`config.mk`:
```
export PLATFORM = sky130hd
export DESIGN_NAME = escaped_frame_deframer_checksum
export DESIGN_NICKNAME = d
export VERILOG_FILES = /design/src/rtl/efd_pkg.sv /design/src/rtl/escaped_frame_deframer_checksum.sv /design/src/rtl/efd_front.sv /design/src/rtl/efd_back.sv
export SDC_FILE = /design/constraint.sdc
export NUM_CORES = 1
export LEC_CHECK = 0
export ABC_AREA = 1
export BUFFER_PORTS_ARGS = -buffer_cell sky130_fd_sc_hd__buf_2
export CELL_PAD_IN_SITES_DETAIL_PLACEMENT = 0
export CELL_PAD_IN_SITES_GLOBAL_PLACEMENT = 1
export CORE_ASPECT_RATIO = 0.8
export CORE_MARGIN = 2
export CORE_UTILIZATION = 43
export CTS_CLUSTER_DIAMETER = 60
export DETAILED_ROUTE_END_ITERATION = 7
export PLACE_DENSITY_LB_ADDON = 0.1
export SYNTH_ARGS = -nofsm -noshare
export SYNTH_HDL_FRONTEND = slang
export SYNTH_SLANG_ARGS = --single-unit
```
`constraint.sdc`:
```
create_clock -name i_clk -period 3.2 [get_ports i_clk]
set_input_delay 0.48 -clock i_clk [delete_from_list [all_inputs] [get_ports i_clk]]
set_output_delay 0.48 -clock i_clk [all_outputs]
set_load 0.01 [all_outputs]
```
`src/rtl/efd_pkg.sv`:
```
// ----------------------------------------------------------------------------
// efd_pkg
// Shared types and constants for the escaped frame deframer with checksum.
// ----------------------------------------------------------------------------
package efd_pkg;

    localparam logic [7:0] BYTE_HEAD = 8'h5B;
    localparam logic [7:0] BYTE_ESC  = 8'h5C;
    localparam logic [7:0] BYTE_TAIL = 8'h5D;
    localparam logic [7:0] ESC_ESC   = 8'h00;
    localparam logic [7:0] ESC_HEAD  = 8'h01;
    localparam logic [7:0] ESC_TAIL  = 8'h02;

    localparam logic [2:0] ST_OK       = 3'd0;
    localparam logic [2:0] ST_HEADTAIL = 3'd1;
    localparam logic [2:0] ST_ESCAPE   = 3'd2;
    localparam logic [2:0] ST_CHECKSUM = 3'd3;
    localparam logic [2:0] ST_SHORT    = 3'd4;

    localparam logic KIND_PAYLOAD = 1'b0;
    localparam logic KIND_STATUS  = 1'b1;

    localparam int QUEUE_DEPTH = 2;

    typedef struct packed {
        logic [7:0] in_byte;
        logic       frame_last;
    } t_in_item;

    typedef struct packed {
        logic       out_kind;
        logic [7:0] payload_byte;
        logic [2:0] frame_status;
    } t_out_item;

    typedef enum logic {
        OP_DATA = 1'b0,
        OP_TAIL = 1'b1
    } t_op_kind;

    typedef struct packed {
        t_op_kind   kind;
        logic [7:0] data;
        logic       bad_headtail;
        logic       bad_escape;
    } t_op;

endpackage

```
`src/rtl/escaped_frame_deframer_checksum.sv`:
```
// A tail byte's status passes through the op queue and then the result queue to o_item.
// Payload bytes wait for two later unescaped bytes, then go through the result queue.
// Throughput: one input byte per cycle while full is low.
// Reset: synchronous, active low; clears frame state and both queues, no clearing pass.
// ----------------------------------------------------------------------------
// escaped_frame_deframer_checksum
// Byte-stuffed frame deframer with a 16-bit additive checksum.
// ----------------------------------------------------------------------------
module escaped_frame_deframer_checksum (
    input  logic               i_clk,
    input  logic               i_rst_n,
    input  logic               push,
    output logic               full,
    input  efd_pkg::t_in_item  i_item,
    output logic               empty,
    input  logic               pop,
    output efd_pkg::t_out_item o_item
);

    logic         op_valid;
    logic         op_take;
    efd_pkg::t_op op;

    efd_front u_front (
        .i_clk      (i_clk),
        .i_rst_n    (i_rst_n),
        .push       (push),
        .full       (full),
        .i_item     (i_item),
        .o_op_valid (op_valid),
        .i_op_take  (op_take),
        .o_op       (op)
    );

    efd_back u_back (
        .i_clk      (i_clk),
        .i_rst_n    (i_rst_n),
        .i_op_valid (op_valid),
        .o_op_take  (op_take),
        .i_op       (op),
        .empty      (empty),
        .pop        (pop),
        .o_item     (o_item)
    );

endmodule

```
`src/rtl/efd_front.sv`:
```
// ----------------------------------------------------------------------------
// efd_front
// Byte classifier: head/tail checks, unescaping, and a two-entry op queue.
// ----------------------------------------------------------------------------
module efd_front (
    input  logic              i_clk,
    input  logic              i_rst_n,
    input  logic              push,
    output logic              full,
    input  efd_pkg::t_in_item i_item,
    output logic              o_op_valid,
    input  logic              i_op_take,
    output efd_pkg::t_op      o_op
);

    logic r_at_start, n_at_start;
    logic r_esc_pend, n_esc_pend;
    logic r_esc_err,  n_esc_err;
    logic r_head_err, n_head_err;

    efd_pkg::t_op r_mem [efd_pkg::QUEUE_DEPTH];
    logic         r_wr_ptr;
    logic         r_rd_ptr;
    logic [1:0]   r_count;

    logic         accept;
    logic         op_emit;
    efd_pkg::t_op op_new;
    logic [7:0]   b;

    assign full       = (r_count == 2'(efd_pkg::QUEUE_DEPTH));
    assign accept     = push && !full;
    assign o_op_valid = (r_count != 2'd0);
    assign o_op       = r_mem[r_rd_ptr];
    assign b          = i_item.in_byte;

    always_comb begin
        n_at_start          = r_at_start;
        n_esc_pend          = r_esc_pend;
        n_esc_err           = r_esc_err;
        n_head_err          = r_head_err;
        op_emit             = 1'b0;
        op_new.kind         = efd_pkg::OP_DATA;
        op_new.data         = b;
        op_new.bad_headtail = 1'b0;
        op_new.bad_escape   = 1'b0;
        if (r_at_start) begin
            n_at_start = 1'b0;
            n_esc_pend = 1'b0;
            n_esc_err  = 1'b0;
            n_head_err = (b != efd_pkg::BYTE_HEAD);
            if (i_item.frame_last) begin
                op_emit             = 1'b1;
                op_new.kind         = efd_pkg::OP_TAIL;
                op_new.bad_headtail = 1'b1;
                n_at_start          = 1'b1;
            end
        end else if (i_item.frame_last) begin
            op_emit             = 1'b1;
            op_new.kind         = efd_pkg::OP_TAIL;
            op_new.bad_headtail = (b != efd_pkg::BYTE_TAIL) || r_head_err;
            op_new.bad_escape   = r_esc_err || r_esc_pend;
            n_at_start          = 1'b1;
            n_esc_pend          = 1'b0;
            n_esc_err           = 1'b0;
            n_head_err          = 1'b0;
        end else if (r_esc_err) begin
            op_emit = 1'b0;
        end else if (r_esc_pend) begin
            n_esc_pend = 1'b0;
            priority if (b == efd_pkg::ESC_ESC) begin
                op_emit     = !r_head_err;
                op_new.data = efd_pkg::BYTE_ESC;
            end else if (b == efd_pkg::ESC_HEAD) begin
                op_emit     = !r_head_err;
                op_new.data = efd_pkg::BYTE_HEAD;
            end else if (b == efd_pkg::ESC_TAIL) begin
                op_emit     = !r_head_err;
                op_new.data = efd_pkg::BYTE_TAIL;
            end else begin
                n_esc_err = 1'b1;
            end
        end else if (b == efd_pkg::BYTE_ESC) begin
            n_esc_pend = 1'b1;
        end else begin
            op_emit = !r_head_err;
        end
    end

    always_ff @(posedge i_clk) begin
        if (!i_rst_n) begin
            r_at_start <= 1'b1;
            r_esc_pend <= 1'b0;
            r_esc_err  <= 1'b0;
            r_head_err <= 1'b0;
            r_wr_ptr   <= 1'b0;
            r_rd_ptr   <= 1'b0;
            r_count    <= 2'd0;
        end else begin
            if (accept) begin
                r_at_start <= n_at_start;
                r_esc_pend <= n_esc_pend;
                r_esc_err  <= n_esc_err;
                r_head_err <= n_head_err;
            end
            if (accept && op_emit) begin
                r_wr_ptr <= ~r_wr_ptr;
            end
            if (i_op_take && o_op_valid) begin
                r_rd_ptr <= ~r_rd_ptr;
            end
            r_count <= r_count + 2'(accept && op_emit) - 2'(i_op_take && o_op_valid);
        end
    end

    always_ff @(posedge i_clk) begin
        if (accept && op_emit) begin
            r_mem[r_wr_ptr] <= op_new;
        end
    end

endmodule

```
`src/rtl/efd_back.sv`:
```
// ----------------------------------------------------------------------------
// efd_back
// Op executor: two-byte hold, 16-bit running sum, status, result queue.
// ----------------------------------------------------------------------------
module efd_back (
    input  logic               i_clk,
    input  logic               i_rst_n,
    input  logic               i_op_valid,
    output logic               o_op_take,
    input  efd_pkg::t_op       i_op,
    output logic               empty,
    input  logic               pop,
    output efd_pkg::t_out_item o_item
);

    logic [7:0]  r_held [2];
    logic [1:0]  r_held_cnt;
    logic [15:0] r_sum;

    efd_pkg::t_out_item r_mem [efd_pkg::QUEUE_DEPTH];
    logic               r_wr_ptr;
    logic               r_rd_ptr;
    logic [1:0]         r_count;

    logic               res_full;
    logic               fire;
    logic               res_emit;
    logic               res_pop;
    efd_pkg::t_out_item res_new;
    logic [2:0]         status;

    assign res_full  = (r_count == 2'(efd_pkg::QUEUE_DEPTH));
    assign empty     = (r_count == 2'd0);
    assign res_pop   = pop && !empty;
    assign o_item    = r_mem[r_rd_ptr];
    assign fire      = i_op_valid && !res_full;
    assign o_op_take = fire;

    always_comb begin
        priority if (i_op.bad_headtail) begin
            status = efd_pkg::ST_HEADTAIL;
        end else if (i_op.bad_escape) begin
            status = efd_pkg::ST_ESCAPE;
        end else if (r_held_cnt != 2'd2) begin
            status = efd_pkg::ST_SHORT;
        end else if ({r_held[1], r_held[0]} == r_sum) begin
            status = efd_pkg::ST_OK;
        end else begin
            status = efd_pkg::ST_CHECKSUM;
        end
    end

    always_comb begin
        if (i_op.kind == efd_pkg::OP_TAIL) begin
            res_emit             = 1'b1;
            res_new.out_kind     = efd_pkg::KIND_STATUS;
            res_new.payload_byte = 8'h00;
            res_new.frame_status = status;
        end else begin
            res_emit             = (r_held_cnt == 2'd2);
            res_new.out_kind     = efd_pkg::KIND_PAYLOAD;
            res_new.payload_byte = r_held[0];
            res_new.frame_status = efd_pkg::ST_OK;
        end
    end

    always_ff @(posedge i_clk) begin
        if (!i_rst_n) begin
            r_held_cnt <= 2'd0;
            r_sum      <= 16'h0000;
            r_held[0]  <= 8'h00;
            r_held[1]  <= 8'h00;
            r_wr_ptr   <= 1'b0;
            r_rd_ptr   <= 1'b0;
            r_count    <= 2'd0;
        end else begin
            if (fire) begin
                if (i_op.kind == efd_pkg::OP_TAIL) begin
                    r_held_cnt <= 2'd0;
                    r_sum      <= 16'h0000;
                    r_held[0]  <= 8'h00;
                    r_held[1]  <= 8'h00;
                end else if (r_held_cnt == 2'd2) begin
                    r_sum     <= r_sum + {8'h00, r_held[0]};
                    r_held[0] <= r_held[1];
                    r_held[1] <= i_op.data;
                end else begin
                    r_held[r_held_cnt[0]] <= i_op.data;
                    r_held_cnt            <= r_held_cnt + 2'd1;
                end
            end
            if (fire && res_emit) begin
                r_wr_ptr <= ~r_wr_ptr;
            end
            if (res_pop) begin
                r_rd_ptr <= ~r_rd_ptr;
            end
            r_count <= r_count + 2'(fire && res_emit) - 2'(res_pop);
        end
    end

    always_ff @(posedge i_clk) begin
        if (fire && res_emit) begin
            r_mem[r_wr_ptr] <= res_new;
        end
    end

    a_held_cnt_range: assert property (@(posedge i_clk) disable iff (!i_rst_n)
        r_held_cnt != 2'd3)
        else $error("hold count out of range");

    a_res_no_overflow: assert property (@(posedge i_clk) disable iff (!i_rst_n)
        r_count != 2'd3)
        else $error("result queue overflow");

    a_tail_clears: assert property (@(posedge i_clk) disable iff (!i_rst_n)
        (fire && i_op.kind == efd_pkg::OP_TAIL) |=> (r_held_cnt == 2'd0 && r_sum == 16'h0000))
        else $error("frame state not cleared after tail");

    a_tail_emits: assert property (@(posedge i_clk) disable iff (!i_rst_n)
        (fire && i_op.kind == efd_pkg::OP_TAIL) |=> !empty)
        else $error("tail transaction produced no status");

endmodule

```
After elaboration in Yosys (flattened, before gate mapping):

Memory sizes are Yosys's and may differ from the RTL's. A register that Yosys moved wholly into a read port is not among the register bits.
Cells that the tools add are included.

* flip-flop bits (word level): 30
* memory bits (writable): 62
* output and inout port bits: 14
* logic and storage cells: 136
* memories: 3

* add/subtract/negate cells: 6
* equal/unequal tests: 12
* mux-type cells: 73
* bitwise operators: 8
* reduce and logical (&&, ||, !) cells: 22

Memory list
* u_back.r_mem: words 2, width 12, rd ports 1, clocked after Yosys merged registers in 1, write ports 1, RTL line efd_back.sv:20 `efd_pkg::t_out_item r_mem [efd_pkg::QUEUE_DEPTH];`
* u_front.r_mem: words 2, width 11, rd ports 1, clocked after Yosys merged registers in 1, write ports 1, RTL line efd_front.sv:21 `efd_pkg::t_op r_mem [efd_pkg::QUEUE_DEPTH];`
* u_back.r_held: words 2, width 8, rd ports 2, clocked after Yosys merged registers in 0, write ports 2, RTL line efd_back.sv:16 `logic [7:0] r_held [2];`

Operators by type and width (count)
* 8-bit 2-to-1 mux: 12
* 1-bit 2-to-1 mux: 51
* 16-bit 2-to-1 mux: 2
* 16-bit by 8-bit adder with 16-bit output: 1
* 16-bit equality test: 1
* 8-bit by 7-bit != test with 1-bit output, second input constant: 2
* 12-bit 2-to-1 mux: 1
* 3-bit 2-to-1 mux: 3
* 8-bit by 1-bit equality test with 1-bit output, second input constant: 1
* 8-bit by 2-bit equality test with 1-bit output, second input constant: 1
* 8-bit by 7-bit equality test with 1-bit output, second input constant: 1
* 8-bit logical NOT: 1
* 2-bit 2-to-1 mux: 4
* 2-bit AND reduction: 4
* 8-bit OR reduction: 1
* 2-bit equality test, second input constant: 3
* 1-bit logical AND: 6
* 2-bit nonzero test: 3
* 2-bit by 1-bit adder with 2-bit output: 2
* 1-bit logical NOT: 4
* 2-bit != test, second input constant: 2
* 1-bit inverter: 4
* 1-bit OR: 4
* 2-bit by 1-bit subtractor with 2-bit output: 2
* 4 further kinds: 5

Longest topological paths before layout:

* word-level depth: 11
* depth in mapped cells: 11
* depth with buffers taken out: 11

Modules after synthesis:

A second synthesis with hierarchy kept.

* cell total of the unflattened synthesis: 503
* area total of the unflattened synthesis: 4682.0 um^2

Modules (own cells, without submodules)
* efd_back: instances 1, cells an instance 378, area each 3271.9 um^2, sequential area each 1661.6 um^2
* efd_front: instances 1, cells an instance 125, area each 1410.1 um^2, sequential area each 840.8 um^2

Worst setup path before layout:

OpenSTA, ideal clock, no wires.

* path type: reg2reg
* start point: register u_back.r_held_cnt[0]
* end point: memory u_back.r_held[1][0], enable pin
* library setup time: 0.384 ns
* arrival: 1.757 ns
* required time: 2.816 ns
* setup slack: 1.059 ns
* cell stages (with the launch flop): 8
* path buffers: 0
* period minus slack after synthesis: 2.141 ns
* cell sequence: dfxtp_1 > inv_1 > ha_1 > inv_1 > nand2_2 > nor2_4 > nand2_2 > o21ai_0

RTL lines
* start, declared: RTL line efd_back.sv:17 `logic [1:0] r_held_cnt;`
* start signal, assigned: RTL line efd_back.sv:89 `r_held_cnt <= r_held_cnt + 2'd1;`
* end, declared: RTL line efd_back.sv:16

==> impl_metrics.csv <==
group,metric,value,unit
run_status,status,"finished clean",
logic_synthesis,yosysSeqAreaShare,53.8,%
setup_path,cp-end-kind,"flop",
finish,layout-drive-gt1-share,15.9,%
power,power_density,741,mW/mm^2
grt,grt_pass1_wl,15300,um
logic_synthesis,synth-main-ff-cell,"edfxtp_1",
die,die-area,0.0117,mm^2
setup_path,cp.buffers_inverters,2,
clocking,cts_tree,"yes",
die,start_util,44.7,%
power,p_leak,0.00223,uW
setup_path,crit_type,"reg2reg",
timing,max_clock_freq,0.386,GHz
setup_path,crit_required,3.15,ns
grt,grt_usage,16.8,%
setup_path,worst_setup_path_start_kind,"flop",
clocking,cts_hold_buf,0,
setup_path,arrival,2.54,ns
drt,wire_per_inst,13.6,um
logic_synthesis,syn_area_per_cell,9.34,um^2
logic_synthesis,syn_inst,498,
grt,grt_pass1_vias,3129,
timing,finClkSkew,0.00472,ns
grt,use_met1,23.7,%
logic_synthesis,netlist.area_leader.share,40.0,%
logic_synthesis,synth_nets,525,
timing,max_slew_margin,28.5,%
setup_path,cp_slowest_cell,"o21ai_0",
clocking,clk_pin_slew,0.06,ns
logic_synthesis,synth_top_family_by_area,"simple AND/OR/NAND/NOR gates",
logic_synthesis,yosysMostFrequentCell,"nand2_1",
clocking,clk_latency,0.34,ns
finish,final.fill_count,1029,
finish,syn_to_final_growth,13.2,%
grt,met3_usage,3.89,%
die,die_h,97.0,um
logic_synthesis,ys.warnings.count,0,
finish,fin_nets,557,
logic_synthesis,muxShareOfSynthArea,5.06,%
grt,grt_overflow_total,0,
logic_synthesis,synth.area.top_cells,"edfxtp_1 (40%), dfxtp_1 (14%), nand2_1 (9.7%)",
setup_path,critical_path.top_delay_family,"compound AO/OA/AOI/OAI gates",
logic_synthesis,synth_compound_gate_area_share,6.62,%
timing,finalHoldViolCount,0,
timing,report.final.slew_viol_count,0,
worst_hold_path,holdCritPathClass,"in2reg",
logic_synthesis,synth_seq_cells,94,
timing,period_minus_slack,2.59,ns
logic_synthesis,yosys-top-cells-count,"nand2_1 (120), inv_1 (63), edfxtp_1 (62), nor2_1 (45), dfxtp_1 (32)",
placed_design,hpwl,6910,um
logic_synthesis,yosys.cell_types.count,42,
placed_design,place_congestion,0.815,
logic_synthesis,synthSimpleGateAreaFrac,22.1,%
finish,n_antenna_cell,0,
flow_run,maxCapViolCount,0,
drt,route.detailed.drc,0,
clocking,cts_buffers,9,
power,ir_drop,0.312,mV
finish,final_util,50.6,%
logic_synthesis,ys_async_sr_fraction,0,%
timing,finalSetupTns,0,ns
die,io_pins,27,
placed_design,dpl-instance-area,0.00494,mm^2
clocking,cts_buffer_depth,2,
finish,final_cells,675,
die,rows,33,
clocking,cts_resized,0,
logic_synthesis,syn_area,0.00465,mm^2
logic_synthesis,synth_edf_count,62,
logic_synthesis,synthAdderAreaFrac,3.93,%
grt,grt_use_met2,26.0,%
clocking,root_buffer,"clkbuf_16",
logic_synthesis,yosys.area.top_type,"edfxtp_1",
clocking,postCtsSetupRepairBufs,0,
finish,design_area,0.00527,mm^2
clocking,clock_sinks,94,
timing,tightest_slew,1.06,ns
grt,grt_antenna_before_repair,0,
die,core,0.0104,mm^2
timing,rsz0062_at_grt,"false",
drt,drtAntennaViolNets,0,
setup_path,crit_chain,"inv_1, nand2_1, nand2_1, inv_2, nand2_2, nor2_4, nand2_2, o21ai_0",
timing,fin_crit_sh,81.0,%
setup_path,max_stage_delay,0.83,ns
placed_design,dpl.cell_count,659,
drt,routed_wirelength,9160,um
clocking,htree_levels,3,
logic_synthesis,synthXorXnorAreaFrac,1.69,%
drt,drt_iter0_drc,198,
die,fp.dieW,120,um
drt,viasPerCell,4.84,
grt,grt_max_degree,19,
grt,top_usage_layer,"met2",
setup_path,crit_fanout,12,
drt,routed-via-count,3270,
drt,drt_first_pass_iters,4,
placed_design,port_buffers,26,
timing,setup_viol,0,
==> worst paths after layout <==
kind / from / to / slack [ns] / cells past startpoint
worst max-delay path: flop / u_back.r_held[1][0] / 0.61 / 8
worst min-delay path: i_item[8] / u_front.r_mem[1][9] / 0.37 / 1
worst max register to register: flop / u_back.r_held[1][0] / 0.61 / 8
worst min register to register: u_back.r_rd_ptr / u_back.r_rd_ptr / 0.46 / 1
==> where the power goes <==
| part | internal (uW) | total (uW) | switching [uW] |
|---|---|---|---|
| Combinational | 401 | 1030 | 630 |
| Clock | 687 | 1130 | 447 |
| Sequential | 1580 | 1740 | 155 |
==> logic make-up after synthesis <==
family,Yosys count
DFF,94
xor gates and xnor gates,9
adders and majority gates,14
buffers and inverters,79
AOI/OAI and AO/OA,53
and+or+nand+nor,227
muxes,22
==> state kept, by name, indices dropped and copies added (netlist names), named ones only <==
| name | cells |
|---|---|
| u_front.r_head_err | 1 |
| u_front.r_mem | 22 |
| u_front.r_esc_err | 1 |
| u_back.r_rd_ptr | 1 |
| u_front.r_count | 2 |
| u_front.r_wr_ptr | 1 |
| u_back.r_count | 2 |
| u_back.r_held | 16 |
| u_back.r_wr_ptr | 1 |
| u_back.r_held_cnt | 2 |
| u_back.r_sum | 16 |
| u_front.r_rd_ptr | 1 |
| u_front.r_esc_pend | 1 |
| u_front.r_at_start | 1 |
| u_back.r_mem | 24 |
==> cell usage in the layout (no fill, tap or decap), types with 3 or more instances in the layout <==
master / n
nor2_1: 45
nand2_1: 120
dfxtp_1: 32
inv_1: 63
a21oi_1: 15
clkbuf_16: 9
o21ai_0: 16
nor2_2: 8
ha_1: 13
nand3b_1: 3
inv_2: 4
nor2_4: 3
o22ai_1: 4
mux2_2: 12
edfxtp_1: 62
nand3_1: 29
nor3_1: 3
nand4_1: 5
xnor2_1: 6
buf_4: 7
xor2_1: 3
mux2i_1: 10
o21ai_1: 7
buf_2: 26
==> worst register-to-register path, delay by kind of cell (launching register included) <==
family,cells,cell delay (ns)
flops,1,0.70
compound gates,1,0.83
simple gates,5,0.51
buf+inv,2,0.18
==> routing by layer <==
metal,wire (um),part of all wire (%)
met5,0,0
met4,120,1.3
met3,342,3.7
met1,4590,50
met2,4100,45
==> stage by stage <==
| step | hold slack [ns] | worst slack [ns] | power (uW) |
|---|---|---|---|
| 2_1_floorplan | 0.426 | 1.06 | 2490 |
| 3_3_place_gp | 0.437 | 0.632 | 2790 |
| 3_5_place_dp | 0.442 | 0.554 | 2800 |
| 4_1_cts | 0.364 | 0.533 | 3950 |
| 5_1_grt | 0.367 | 0.339 | 4140 |
| 6_report | 0.375 | 0.609 | 3900 |
==> cell type report <==
type | instances | area (um^2) | share of cell area (%)
flip-flops and latches | 94 | 2500 | 47.5
clock buffers | 9 | 225 | 4.28
inverters | 67 | 251 | 4.78
multi-input cells | 325 | 1830 | 34.8
clock inverters | 7 | 97.6 | 1.85
well taps | 140 | 175 | 3.33
repair buffers | 33 | 183 | 3.47
Power figures use the tool's default switching activity.
